<file path="src/hw/rtl/wavp_pkg.sv">
// shared types and constants for the wav pcm16 stream parser
// no dependencies; imported by the parser top level
package wavp_pkg;

	// file length limits
	localparam int unsigned MAX_FILE_BYTES_DEF = 536870912;
	localparam logic [29:0] MIN_FILE_BYTES     = 30'd44;

	// accepted sample rate range in hertz
	localparam logic [31:0] RATE_MIN = 32'd8000;
	localparam logic [31:0] RATE_MAX = 32'd192000;

	// four character tags, first file byte in the top byte
	localparam logic [31:0] TAG_RIFF = 32'h52494646;
	localparam logic [31:0] TAG_WAVE = 32'h57415645;
	localparam logic [31:0] TAG_FMT  = 32'h666D7420;
	localparam logic [31:0] TAG_DATA = 32'h64617461;

	// first chunk header follows the riff header
	localparam logic [30:0] FIRST_CHUNK = 31'd12;

	// wave format code for integer pcm
	localparam logic [15:0] FMT_PCM  = 16'd1;
	localparam logic [15:0] BITS_16  = 16'd16;

	typedef enum logic [1:0] {
		KIND_HEADER = 2'd0,
		KIND_SAMPLE = 2'd1,
		KIND_ERROR  = 2'd2
	} kind_t;

	typedef enum logic [2:0] {
		ERR_BAD_LENGTH = 3'd0,
		ERR_NOT_WAVE   = 3'd1,
		ERR_CHUNK_LONG = 3'd2,
		ERR_NO_DATA    = 3'd3,
		ERR_BAD_FORMAT = 3'd4
	} err_t;

	typedef struct packed {
		logic [7:0] data_byte;
		logic       start_of_file;
	} in_word_t;

	typedef struct packed {
		kind_t              kind;
		logic signed [15:0] sample;
		logic               channel;
		logic [1:0]         num_channels;
		logic [17:0]        sample_rate;
		logic [29:0]        data_bytes;
		err_t               error_code;
		logic               last;
	} out_word_t;

	// byte idx (0 first) of a four character tag
	function automatic logic [7:0] tag_byte(input logic [31:0] tag, input logic [1:0] idx);
		logic [7:0] r;
		case (idx)
			2'd0:    r = tag[31:24];
			2'd1:    r = tag[23:16];
			2'd2:    r = tag[15:8];
			default: r = tag[7:0];
		endcase
		return r;
	endfunction

endpackage

</file>
<file path="src/hw/rtl/wav_pcm16_stream_parser_top.sv">
// riff/wave pcm16 stream parser: byte stream in, header/sample/error words out
// depends on wavp_pkg for word types, tags and limits
//
// Takes one file byte per clock and produces at most one result word per byte, so the
// sustained rate, while the result side does not stall, is one byte every cycle with no
// gaps between files. A byte goes through an input register, then one pass of parse logic
// writes the parser state and the result register. Stall on the result side holds the
// input register and then stalls the byte side. Load file_length before the first byte of
// a file; start_of_file restarts parsing at any byte, and after an error or the last
// sample bytes are dropped until the next start_of_file.
module wav_pcm16_stream_parser_top #(
	parameter int unsigned MAX_FILE_BYTES = wavp_pkg::MAX_FILE_BYTES_DEF
) (
	input  logic                clk,
	input  logic                arst_n,
	input  logic                cfg_wr_en,
	input  logic [29:0]         cfg_wr_data,
	input  logic                in_valid,
	output logic                in_stall,
	input  wavp_pkg::in_word_t  in_data,
	output logic                out_valid,
	input  logic                out_stall,
	output wavp_pkg::out_word_t out_data
);
	import wavp_pkg::*;

	localparam logic [29:0] MaxLen = 30'(MAX_FILE_BYTES);

	typedef enum logic [2:0] {
		PH_IDLE,
		PH_RIFF,
		PH_CHDR,
		PH_BODY,
		PH_PAD,
		PH_DATA
	} phase_t;

	// input stage
	logic     s1_valid;
	in_word_t word_s1;

	// result register
	logic      out_valid_q;
	out_word_t out_word_q;

	// parser state
	logic [29:0] file_length_q;
	phase_t      phase_q, phase_d;
	logic [29:0] pos_q, pos_d;
	logic [2:0]  hdr_cnt_q, hdr_cnt_d;
	logic [4:0]  body_cnt_q, body_cnt_d;
	logic [31:0] body_start_q, body_start_d;
	logic [30:0] body_end_q, body_end_d;
	logic [31:0] chunk_tag_q, chunk_tag_d;
	logic [31:0] chunk_size_q, chunk_size_d;
	logic [15:0] fmt_code_q, fmt_code_d;
	logic [15:0] chan_cnt_q, chan_cnt_d;
	logic [15:0] bits_q, bits_d;
	logic [31:0] rate_q, rate_d;
	logic [29:0] remaining_q, remaining_d;
	logic [7:0]  low_hold_q, low_hold_d;
	logic        toggle_q, toggle_d;

	logic      produce;
	out_word_t res;
	logic      out_free, advance;

	// scratch values for the parse pass
	logic [29:0] cur_pos;
	logic [7:0]  b;
	logic [32:0] chunk_end;
	logic [30:0] next_chunk;
	logic [31:0] next_body;
	logic        fmt_ok;

	assign out_free  = !out_valid_q || !out_stall;
	assign advance   = s1_valid && out_free;
	assign in_stall  = s1_valid && !out_free;
	assign out_valid = out_valid_q;
	assign out_data  = out_word_q;

	// one parse step for the registered byte
	always_comb begin
		phase_d      = phase_q;
		pos_d        = pos_q;
		hdr_cnt_d    = hdr_cnt_q;
		body_cnt_d   = body_cnt_q;
		body_start_d = body_start_q;
		body_end_d   = body_end_q;
		chunk_tag_d  = chunk_tag_q;
		chunk_size_d = chunk_size_q;
		fmt_code_d   = fmt_code_q;
		chan_cnt_d   = chan_cnt_q;
		bits_d       = bits_q;
		rate_d       = rate_q;
		remaining_d  = remaining_q;
		low_hold_d   = low_hold_q;
		toggle_d     = toggle_q;
		produce      = 1'b0;
		res          = '0;
		b            = word_s1.data_byte;
		chunk_end    = '0;
		next_chunk   = '0;
		next_body    = '0;
		fmt_ok       = 1'b0;

		// start of file resets all parser state to its start values; the length register is kept
		if (word_s1.start_of_file) begin
			phase_d      = PH_RIFF;
			pos_d        = '0;
			hdr_cnt_d    = '0;
			body_cnt_d   = '0;
			body_start_d = {1'b0, FIRST_CHUNK} + 32'd8;
			body_end_d   = '0;
			chunk_tag_d  = '0;
			chunk_size_d = '0;
			fmt_code_d   = '0;
			chan_cnt_d   = '0;
			bits_d       = '0;
			rate_d       = '0;
			remaining_d  = '0;
			low_hold_d   = '0;
			toggle_d     = 1'b0;
		end

		cur_pos = pos_d;
		if (phase_d != PH_IDLE) begin
			pos_d = cur_pos + 30'd1;
		end

		case (phase_d)
			PH_RIFF: begin
				if (cur_pos == '0 && (file_length_q < MIN_FILE_BYTES || file_length_q > MaxLen)) begin
					produce        = 1'b1;
					res.kind       = KIND_ERROR;
					res.error_code = ERR_BAD_LENGTH;
					res.last       = 1'b1;
					phase_d        = PH_IDLE;
				end else if (cur_pos < 30'd4 && b != tag_byte(TAG_RIFF, cur_pos[1:0])) begin
					produce        = 1'b1;
					res.kind       = KIND_ERROR;
					res.error_code = ERR_NOT_WAVE;
					res.last       = 1'b1;
					phase_d        = PH_IDLE;
				end else if (cur_pos >= 30'd8 && cur_pos < 30'd12 &&
						b != tag_byte(TAG_WAVE, cur_pos[1:0])) begin
					produce        = 1'b1;
					res.kind       = KIND_ERROR;
					res.error_code = ERR_NOT_WAVE;
					res.last       = 1'b1;
					phase_d        = PH_IDLE;
				end else if (cur_pos >= 30'd11) begin
					next_body = {1'b0, FIRST_CHUNK} + 32'd8;
					if (next_body > {2'b0, file_length_q}) begin
						produce        = 1'b1;
						res.kind       = KIND_ERROR;
						res.error_code = ERR_NO_DATA;
						res.last       = 1'b1;
						phase_d        = PH_IDLE;
					end else begin
						body_start_d = next_body;
						phase_d      = PH_CHDR;
						hdr_cnt_d    = '0;
						chunk_tag_d  = '0;
						chunk_size_d = '0;
					end
				end
			end

			PH_CHDR: begin
				// tag big-end first, size little-endian
				if (!hdr_cnt_q[2]) begin
					chunk_tag_d = {chunk_tag_q[23:0], b};
				end else begin
					case (hdr_cnt_q[1:0])
						2'd0:    chunk_size_d[7:0]   = b;
						2'd1:    chunk_size_d[15:8]  = b;
						2'd2:    chunk_size_d[23:16] = b;
						default: chunk_size_d[31:24] = b;
					endcase
				end
				hdr_cnt_d = hdr_cnt_q + 3'd1;
				if (hdr_cnt_q == 3'd7) begin
					chunk_end = {1'b0, body_start_q} + {1'b0, chunk_size_d};
					fmt_ok = fmt_code_q == FMT_PCM && bits_q == BITS_16 &&
						rate_q >= RATE_MIN && rate_q <= RATE_MAX &&
						((chan_cnt_q == 16'd1 && !chunk_size_d[0]) ||
						 (chan_cnt_q == 16'd2 && chunk_size_d[1:0] == 2'd0));
					if (chunk_end > {3'b0, file_length_q}) begin
						produce        = 1'b1;
						res.kind       = KIND_ERROR;
						res.error_code = ERR_CHUNK_LONG;
						res.last       = 1'b1;
						phase_d        = PH_IDLE;
					end else if (chunk_tag_d == TAG_DATA) begin
						produce = 1'b1;
						if (!fmt_ok) begin
							res.kind       = KIND_ERROR;
							res.error_code = ERR_BAD_FORMAT;
							res.last       = 1'b1;
							phase_d        = PH_IDLE;
						end else begin
							remaining_d      = chunk_size_d[29:0];
							toggle_d         = 1'b0;
							low_hold_d       = '0;
							phase_d          = (chunk_size_d == '0) ? PH_IDLE : PH_DATA;
							res.kind         = KIND_HEADER;
							res.num_channels = chan_cnt_q[1:0];
							res.sample_rate  = rate_q[17:0];
							res.data_bytes   = chunk_size_d[29:0];
							res.last         = (chunk_size_d == '0);
						end
					end else if (chunk_size_d == '0) begin
						// empty chunk: next header right after this one
						next_body = body_start_q + 32'd8;
						if (next_body > {2'b0, file_length_q}) begin
							produce        = 1'b1;
							res.kind       = KIND_ERROR;
							res.error_code = ERR_NO_DATA;
							res.last       = 1'b1;
							phase_d        = PH_IDLE;
						end else begin
							body_start_d = next_body;
							phase_d      = PH_CHDR;
							hdr_cnt_d    = '0;
							chunk_tag_d  = '0;
							chunk_size_d = '0;
						end
					end else begin
						// end fits within the file length here
						body_end_d = chunk_end[30:0];
						body_cnt_d = '0;
						phase_d    = PH_BODY;
					end
				end
			end

			PH_BODY: begin
				// latch fmt fields from the first sixteen body bytes
				if (chunk_tag_q == TAG_FMT && chunk_size_q >= 32'd16 && !body_cnt_q[4]) begin
					case (body_cnt_q[3:0])
						4'd0:    fmt_code_d[7:0]  = b;
						4'd1:    fmt_code_d[15:8] = b;
						4'd2:    chan_cnt_d[7:0]  = b;
						4'd3:    chan_cnt_d[15:8] = b;
						4'd4:    rate_d[7:0]      = b;
						4'd5:    rate_d[15:8]     = b;
						4'd6:    rate_d[23:16]    = b;
						4'd7:    rate_d[31:24]    = b;
						4'd14:   bits_d[7:0]      = b;
						4'd15:   bits_d[15:8]     = b;
						default: ;
					endcase
				end
				if (!body_cnt_q[4]) begin
					body_cnt_d = body_cnt_q + 5'd1;
				end
				if ({1'b0, cur_pos} + 31'd1 >= body_end_q) begin
					// odd sized chunks carry a pad byte
					next_chunk = body_end_q + {30'b0, chunk_size_q[0]};
					next_body  = {1'b0, next_chunk} + 32'd8;
					if (next_body > {2'b0, file_length_q}) begin
						produce        = 1'b1;
						res.kind       = KIND_ERROR;
						res.error_code = ERR_NO_DATA;
						res.last       = 1'b1;
						phase_d        = PH_IDLE;
					end else begin
						body_start_d = next_body;
						if (chunk_size_q[0]) begin
							phase_d = PH_PAD;
						end else begin
							phase_d      = PH_CHDR;
							hdr_cnt_d    = '0;
							chunk_tag_d  = '0;
							chunk_size_d = '0;
						end
					end
				end
			end

			PH_PAD: begin
				phase_d      = PH_CHDR;
				hdr_cnt_d    = '0;
				chunk_tag_d  = '0;
				chunk_size_d = '0;
			end

			PH_DATA: begin
				remaining_d = remaining_q - 30'd1;
				if (remaining_d[0]) begin
					low_hold_d = b;
				end else begin
					produce     = 1'b1;
					res.kind    = KIND_SAMPLE;
					res.sample  = {b, low_hold_q};
					res.channel = toggle_q;
					res.last    = (remaining_d == '0);
					if (chan_cnt_q == 16'd2) begin
						toggle_d = !toggle_q;
					end
					if (remaining_d == '0) begin
						phase_d = PH_IDLE;
					end
				end
			end

			default: begin
				phase_d = PH_IDLE;
			end
		endcase
	end

	// input register, result register and parser state
	always_ff @(posedge clk or negedge arst_n) begin
		if (!arst_n) begin
			s1_valid      <= 1'b0;
			word_s1       <= '0;
			out_valid_q   <= 1'b0;
			out_word_q    <= '0;
			file_length_q <= '0;
			phase_q       <= PH_IDLE;
			pos_q         <= '0;
			hdr_cnt_q     <= '0;
			body_cnt_q    <= '0;
			body_start_q  <= {1'b0, FIRST_CHUNK} + 32'd8;
			body_end_q    <= '0;
			chunk_tag_q   <= '0;
			chunk_size_q  <= '0;
			fmt_code_q    <= '0;
			chan_cnt_q    <= '0;
			bits_q        <= '0;
			rate_q        <= '0;
			remaining_q   <= '0;
			low_hold_q    <= '0;
			toggle_q      <= 1'b0;
		end else begin
			if (cfg_wr_en) begin
				file_length_q <= cfg_wr_data;
			end
			if (in_valid && !in_stall) begin
				s1_valid <= 1'b1;
				word_s1  <= in_data;
			end else if (advance) begin
				s1_valid <= 1'b0;
			end
			if (out_free) begin
				out_valid_q <= advance && produce;
				out_word_q  <= res;
			end
			if (advance) begin
				phase_q      <= phase_d;
				pos_q        <= pos_d;
				hdr_cnt_q    <= hdr_cnt_d;
				body_cnt_q   <= body_cnt_d;
				body_start_q <= body_start_d;
				body_end_q   <= body_end_d;
				chunk_tag_q  <= chunk_tag_d;
				chunk_size_q <= chunk_size_d;
				fmt_code_q   <= fmt_code_d;
				chan_cnt_q   <= chan_cnt_d;
				bits_q       <= bits_d;
				rate_q       <= rate_d;
				remaining_q  <= remaining_d;
				low_hold_q   <= low_hold_d;
				toggle_q     <= toggle_d;
			end
		end
	end

	// an error word always closes the file
	a_error_last: assert property (@(posedge clk) disable iff (!arst_n)
		out_valid_q && out_word_q.kind == KIND_ERROR |-> out_word_q.last)
		else $error("error word without last");

	// a pending last word means the parser has gone idle
	a_last_idle: assert property (@(posedge clk) disable iff (!arst_n)
		out_valid_q && out_word_q.last |-> phase_q == PH_IDLE)
		else $error("last word while parser still active");

	// a header with samples to follow leaves the parser in the data body
	a_header_data: assert property (@(posedge clk) disable iff (!arst_n)
		out_valid_q && out_word_q.kind == KIND_HEADER && !out_word_q.last
		|-> phase_q == PH_DATA)
		else $error("header not followed by data phase");

	// the data phase never runs with an empty byte count
	a_data_count: assert property (@(posedge clk) disable iff (!arst_n)
		phase_q == PH_DATA |-> remaining_q != '0)
		else $error("data phase with no bytes left");

endmodule
</file>
<file path="config.mk">
export PLATFORM = sky130hd
export DESIGN_NAME = wav_pcm16_stream_parser_top
export DESIGN_NICKNAME = d
export VERILOG_FILES = /design/src/hw/rtl/wavp_pkg.sv /design/src/hw/rtl/wav_pcm16_stream_parser_top.sv
export SDC_FILE = /design/constraint.sdc
export NUM_CORES = 2
export LEC_CHECK = 0
export ABC_AREA = 1
export BUFFER_PORTS_ARGS = -buffer_cell sky130_fd_sc_hd__buf_2
export CELL_PAD_IN_SITES_DETAIL_PLACEMENT = 0
export CELL_PAD_IN_SITES_GLOBAL_PLACEMENT = 2
export CORE_MARGIN = 2
export CORE_UTILIZATION = 35
export CTS_BUF_LIST = sky130_fd_sc_hd__clkbuf_4 sky130_fd_sc_hd__clkbuf_8 sky130_fd_sc_hd__clkbuf_16
export DETAILED_ROUTE_END_ITERATION = 12
export PLACE_DENSITY = 0.85
export SLEW_MARGIN = 20
export SYNTH_ARGS = -nofsm -noshare
export SYNTH_HDL_FRONTEND = slang
export SYNTH_SLANG_ARGS = --single-unit
</file>
<file path="constraint.sdc">
create_clock -name clk -period 13.9 [get_ports clk]
set_input_delay 2.78 -clock clk [delete_from_list [all_inputs] [get_ports clk]]
set_output_delay 2.78 -clock clk [all_outputs]
set_load 0.1 [all_outputs]
</file>
Yosys cells after proc, flatten, opt, wreduce, memory -nomap -nowiden
Index checks and enable logic that the tools add are counted.

Flip-flop bits (word level): 401. Bits of input ports: 44. Output and inout port bits: 75. Logic and storage cells: 318.

$add $sub $neg: 9. Magnitude comparators: 14. Eq/ne operators: 27. Mux-type cells: 204. Reductions and logical operators: 36.

Operators by type and width (number): $mux 32 (48); $pmux 32 s4 (2); $mux 30 (7); $mux 50 (4); $mux 8 (25); $mux 31 (6); $mux 16 (9); $mux 3 (39); $pmux 32 s3 (1); $eq 32x31->1 const B (2); $gt 32x30->1 (2); $ge 30x4->1 const B (2); $logic_not 30->1 (2); $pmux 30 s2 (1); $mux 54 (1); $add 32x32->33 (1); $gt 33x30->1 (1); $add 31x4->32 const B (1); $add 32x4->32 const B (1); $eq 16x1->1 const B (2); $ge 32x13->1 const B (1); $ge 32x5->1 const B (1); $le 32x18->1 const B (1); $logic_not 32->1 (1); other kinds (47) (129).

Depth between registers and ports, before layout
Depth in word-level cells: 17. Depth in mapped cells: 42. Mapped depth without buffers: 39.

Least setup slack after synthesis
OpenSTA, ideal clock, no wires.

Path kind: input to output. Start: in out_stall. End: out in_stall. Arrival: 4311 ps. Required time: 11120 ps. Slack: 6809 ps. Stages: 2. Path buffers: 0. Cells stage by stage: nand2_1 nor2_1.

Cells in the longest elaborated chain, start to end: 4.

Ends and longest elaborated chain: from (decl) (line wav_pcm16_stream_parser_top.sv:22) `input logic out_stall,`; $logic_not 1->1 (line wav_pcm16_stream_parser_top.sv:76) `assign out_free = !out_valid_q || !out_stall;`; $logic_or 1x1->1 (line wav_pcm16_stream_parser_top.sv:76); $logic_not 1->1 (line wav_pcm16_stream_parser_top.sv:78) `assign in_stall = s1_valid && !out_free;`; $logic_and 1x1->1 (line wav_pcm16_stream_parser_top.sv:78); to (decl) (line wav_pcm16_stream_parser_top.sv:19) `output logic in_stall,`.

Every way passes these cells.

Final worst setup path
Start: reg word_s1[0] (netlist bit). End: reg remaining_q[19].

Cells in the longest elaborated chain, start to end: 13. Elaborated cells between the ends (all ways): 28. Classes of those cells: add/sub: 1; order compare: 1; eq/ne: 3; mux: 17; reduce/logical: 6.

Ends and longest elaborated chain: from (decl) (line wav_pcm16_stream_parser_top.sv:40) `in_word_t word_s1;`; from (signal assigned) (line wav_pcm16_stream_parser_top.sv:343) `word_s1 <= in_data;`; parallel branches: the longest is 12 deep, another holds $add 32x32->33; $pmux 30 s2 * (line wav_pcm16_stream_parser_top.sv:131) `case (phase_d)`; to (signal assigned) (line wav_pcm16_stream_parser_top.sv:364) `remaining_q <= remaining_d;`; to (decl) (line wav_pcm16_stream_parser_top.sv:60) `logic [29:0] remaining_q, remaining_d;`.

Every way passes the cells marked *. The select of a mux whose other input is x is not followed. A chain may end at the register's enable or synchronous reset.

==> metrics.md <==
| Metric | Value |
|---|---|
| Port bufs | 118 |
| Worst-path clk slew | around 0.06 ns |
| R2r worst-path depth | 33 |
| CTS sink count | 401 |
| Worst R2R Start | word_s1[0] |
| Compound-cell area share of the yosys netlist | 0.167 |
| Min-delay src | out_data[70] |
| Via count | roughly 33000 |
| Area of the core | 91500 um2 |
| Clk Tree Root Cell | clkbuf_16 |
| Largest family of logic cells by synthesized area | simple AND/OR/NAND/NOR gates |
| Post-synth cell types | 62 |
| IO Pins | 119 |
| Die Height | roughly 310 um |
| Hold worst-path end | out_data[70] |
| FP Rows | 111 |
| Worst-Margin Slew | 1.12 ns |
| Setup TNS | 0 ns |
| Power share of the clock group | 0.251 |
| CP startpoint kind | flop |
| Layout Skew | between 0.09 and 0.1 ns |
| Fillcell total | approximately 9900 |
| Starting DRT DRC Count | 2880 |
| Post-Synthesis Cell Area | between 30000 and 40000 um2 |
| Slew Limit Fails | 0 |
| FMAX | 123 MHz |
| GRT Util Overall | 0.266 |
| Simple-gate area share of the yosys netlist | 0.310 |
| Peak VDD IR | 0.000106 V |
| Finish-stage setup viols | 0 |
| RSZ-0062 raised after global routing | false |
| Logic gate share of total power | 0.481 |
| Syn nets | 5171 |
| Final Hold Vio Count | 0 |
| Die width | 308 um |
| Switching Power | between 3 and 4 mW |
| Clock Tree Buf Depth | 3 |
| Register area share after synthesis | 0.311 |
| CTS tree | built |
| CP Max Fanout | between 60 and 70 |
| Final period utilization | 0.585 |
| Initial antenna violation count | 0 |
| WHS | 0.477 ns |
| Drt first pass iters | 7 |
| Avg WL per Cell | between 20 and 25 um |
| Drt drc | 0 |
| Post-DP HPWL | about 94000 um |
| Pin count of the biggest net entering global routing | 163 |
| Setup Crit Path Kind | flop to flop |
| CTS Buf Count | 54 |
| Most common cell after layout, fill and taps aside | nand2_1 |
| Starting Density | 0.353 |
| GR Overflow Total | 0 |
| Area Overhead vs Synth | 10.7% |
| Mux cell area share after synthesis | 0.000348 |
| RD Place Congestion | between 0.9 and 1 |
| Cell area power density | approximately 170 nW/um2 |
| Post-DRT Antenna Nets | 0 |
| Final WL | 128000 um |
| Drt via density | 5.30 |
| Crit end category | flop |
| Fin nets | 5182 |
| Share of power burned in registers | 0.268 |
| Most used cell, CP | nand2_1 |
| Net Sw Frac | 0.486 |
| Slew Limit Headroom | 0.256 |
| Reg-to-reg critical path endpoint | remaining_q[19] |
| Post-cts resize count | 0 |
| Cell internal pwr | 3.21 mW |
| Adder-cell area share of the yosys netlist | 0.0676 |
| Number of global-route vias before repair | 30700 |
| Finished Core Util | 0.391 |
| R2R setup slack | 5.77 ns |
| Seq cells post-synth | 401 |
| Hold buffers post-CTS | 0 |
| Hold/Removal Path Class | flop to flop |
| Max Cap Viol | 0 |
| Clk_lat worst skew | 0.69 ns |
| Yosys warnings | 0 |
| Postcts setup bufs | 0 |
| Layout cell share with drive strength beyond 1 | 0.0703 |
| Minimum clock period | 8.13 ns |
| First-pass GRT wire length | 195000 um |
| Post-synthesis xor/xnor area fraction | 0.0331 |
| Crit path required time | 14.35 ns |
| DIE AREA | about 95000 um2 |
| Synthesized area per cell | between 6 and 7 um2 |
| Outcome | finished clean |
| P_leak | 18.1 nW |
| H-tree depth | 2 |
| Mapped Cells | 4953 |
| Most frequent cells in the layout | 1308 x nand2_1, 696 x inv_1, 578 x nor2_1 |
| Worst hold stages | 2 |
| CP peak stage delay | 0.77 ns |
| Arrival time worst endpoint | 8.58 ns |
| Slowest cell on crit path | buf_4 |
==> worst max-delay path by stage <==
stage | endpoint | cells past startpoint | slack [ns] | start
floorplan | in_stall | 2 | 6.81 | out_stall
finish | remaining_q[19] | 33 | 5.77 | word_s1[0]
CTS | remaining_q[19] | 33 | 5.89 | word_s1[0]
global route | remaining_q[19] | 33 | 4.99 | word_s1[0]
global placement | body_end_q[27] | 32 | 6.18 | word_s1[0]
detailed placement | body_end_q[24] | 30 | 5.95 | word_s1[0]
==> final cells by class <==
cell class	count	area (um2)	share of cell area
clock buffers	73	1540	0.0432
multi-input cells	3639	18700	0.523
repair buffers	152	868	0.0243
flip-flops and latches	401	10000	0.281
inverters	716	2700	0.0754
well taps	1186	1480	0.0415
clock inverters	27	449	0.0126
diodes	1	2.50	0.0000699
==> flip-flops by register name (all words and copies together) (netlist names), 5 cells and up <==
name           flops
chunk_tag_q       32
out_data          73
body_cnt_q         5
file_length_q     30
remaining_q       30
chunk_size_q      32
body_end_q        31
b                  8
bits_q            16
low_hold_q         8
pos_q             30
rate_q            32
body_start_q      32
fmt_code_q        16
chan_cnt_q        16
==> metrics by stage <==
stage	instance area (um2)	cells	setup WS, ns	power, mW
2_1_floorplan	32300	4953	6.81	3.68
3_3_place_gp	33800	6094	6.18	4.66
3_5_place_dp	33800	6094	5.95	4.65
4_1_cts	35800	6194	5.89	6.25
5_1_grt	35800	6194	4.99	6.72
6_report	35800	6195	5.77	6.25
==> power by group through the flow <==
stage          combinational (mW)  clock [mW]  sequential [mW]
4_1_cts                      2.98        1.60             1.67
3_5_place_dp                 2.97           0             1.69
5_1_grt                      3.37        1.64             1.71
2_1_floorplan                2.08           0             1.60
3_3_place_gp                 2.97           0             1.69
6_report                     3.01        1.57             1.67
==> Yosys cell counts, drive strengths merged <==
| master | count | share of area |
|---|---|---|
| ha | 173 | 0.067 |
| nor4 | 41 | 0.0079 |
| mux2 | 1 | 0.00035 |
| o2bb2ai | 1 | 0.00027 |
| nor2b | 1 | 0.00019 |
| o221ai | 65 | 0.018 |
| and3 | 1 | 0.00019 |
| a21oi | 266 | 0.042 |
| a31o | 1 | 0.00027 |
| dfrtp | 399 | 0.31 |
| or2 | 2 | 0.00046 |
| nand3 | 229 | 0.037 |
| inv | 713 | 0.083 |
| o2111ai | 1 | 0.00027 |
| o211ai | 26 | 0.0060 |
| a21boi | 4 | 0.00093 |
| a21o | 4 | 0.00093 |
| nand3b | 6 | 0.0014 |
| clkbuf | 132 | 0.015 |
| nor3 | 51 | 0.0090 |
| a221oi | 3 | 0.00081 |
| o22ai | 11 | 0.0021 |
| a22oi | 3 | 0.00070 |
| and2 | 1 | 0.00019 |
| a31oi | 4 | 0.00077 |
| xnor2 | 17 | 0.0046 |
| nor3b | 5 | 0.0012 |
| a211oi | 5 | 0.0012 |
| dfstp | 2 | 0.0016 |
| o31ai | 16 | 0.0037 |
| o41ai | 1 | 0.00027 |
| buf | 65 | 0.013 |
| o21bai | 14 | 0.0034 |
| o21a | 25 | 0.0058 |
| nand2 | 1326 | 0.16 |
| nand4 | 100 | 0.021 |
| o21ai | 517 | 0.080 |
| clkinv | 3 | 0.00035 |
| nor2 | 612 | 0.076 |
| fa | 1 | 0.00062 |
| xor2 | 105 | 0.028 |
==> logic make-up (layout without fill, tap and decap cells) <==
kind of cell	count (synthesis)	after routing
muxes	1	1
adders and majority gates	174	174
xor gates and xnor gates	122	122
DFF	401	401
and+or+nand+nor	2375	2375
AOI/OAI and AO/OA	967	967
buffers and inverters	913	968
other	0	1
==> metal layers <==
metal,global-route usage,wire length [um],up-vias
li1,-,-,16100
met1,0.384,60200,15600
met2,0.421,57300,935
met3,0.0258,6490,170
met4,0.0757,3740,0
met5,0,0,-
==> worst max-delay path, delay by kind of cell, from the launching register on <==
family | cells | cell delay, ns
fa+ha+maj | 2 | 0.70
buf+inv | 5 | 2.21
simple gates | 20 | 2.67
compound gates | 5 | 1.32
flops | 1 | 0.71
xor+xnor | 1 | 0.22
(Power assumes the default switching activity.)
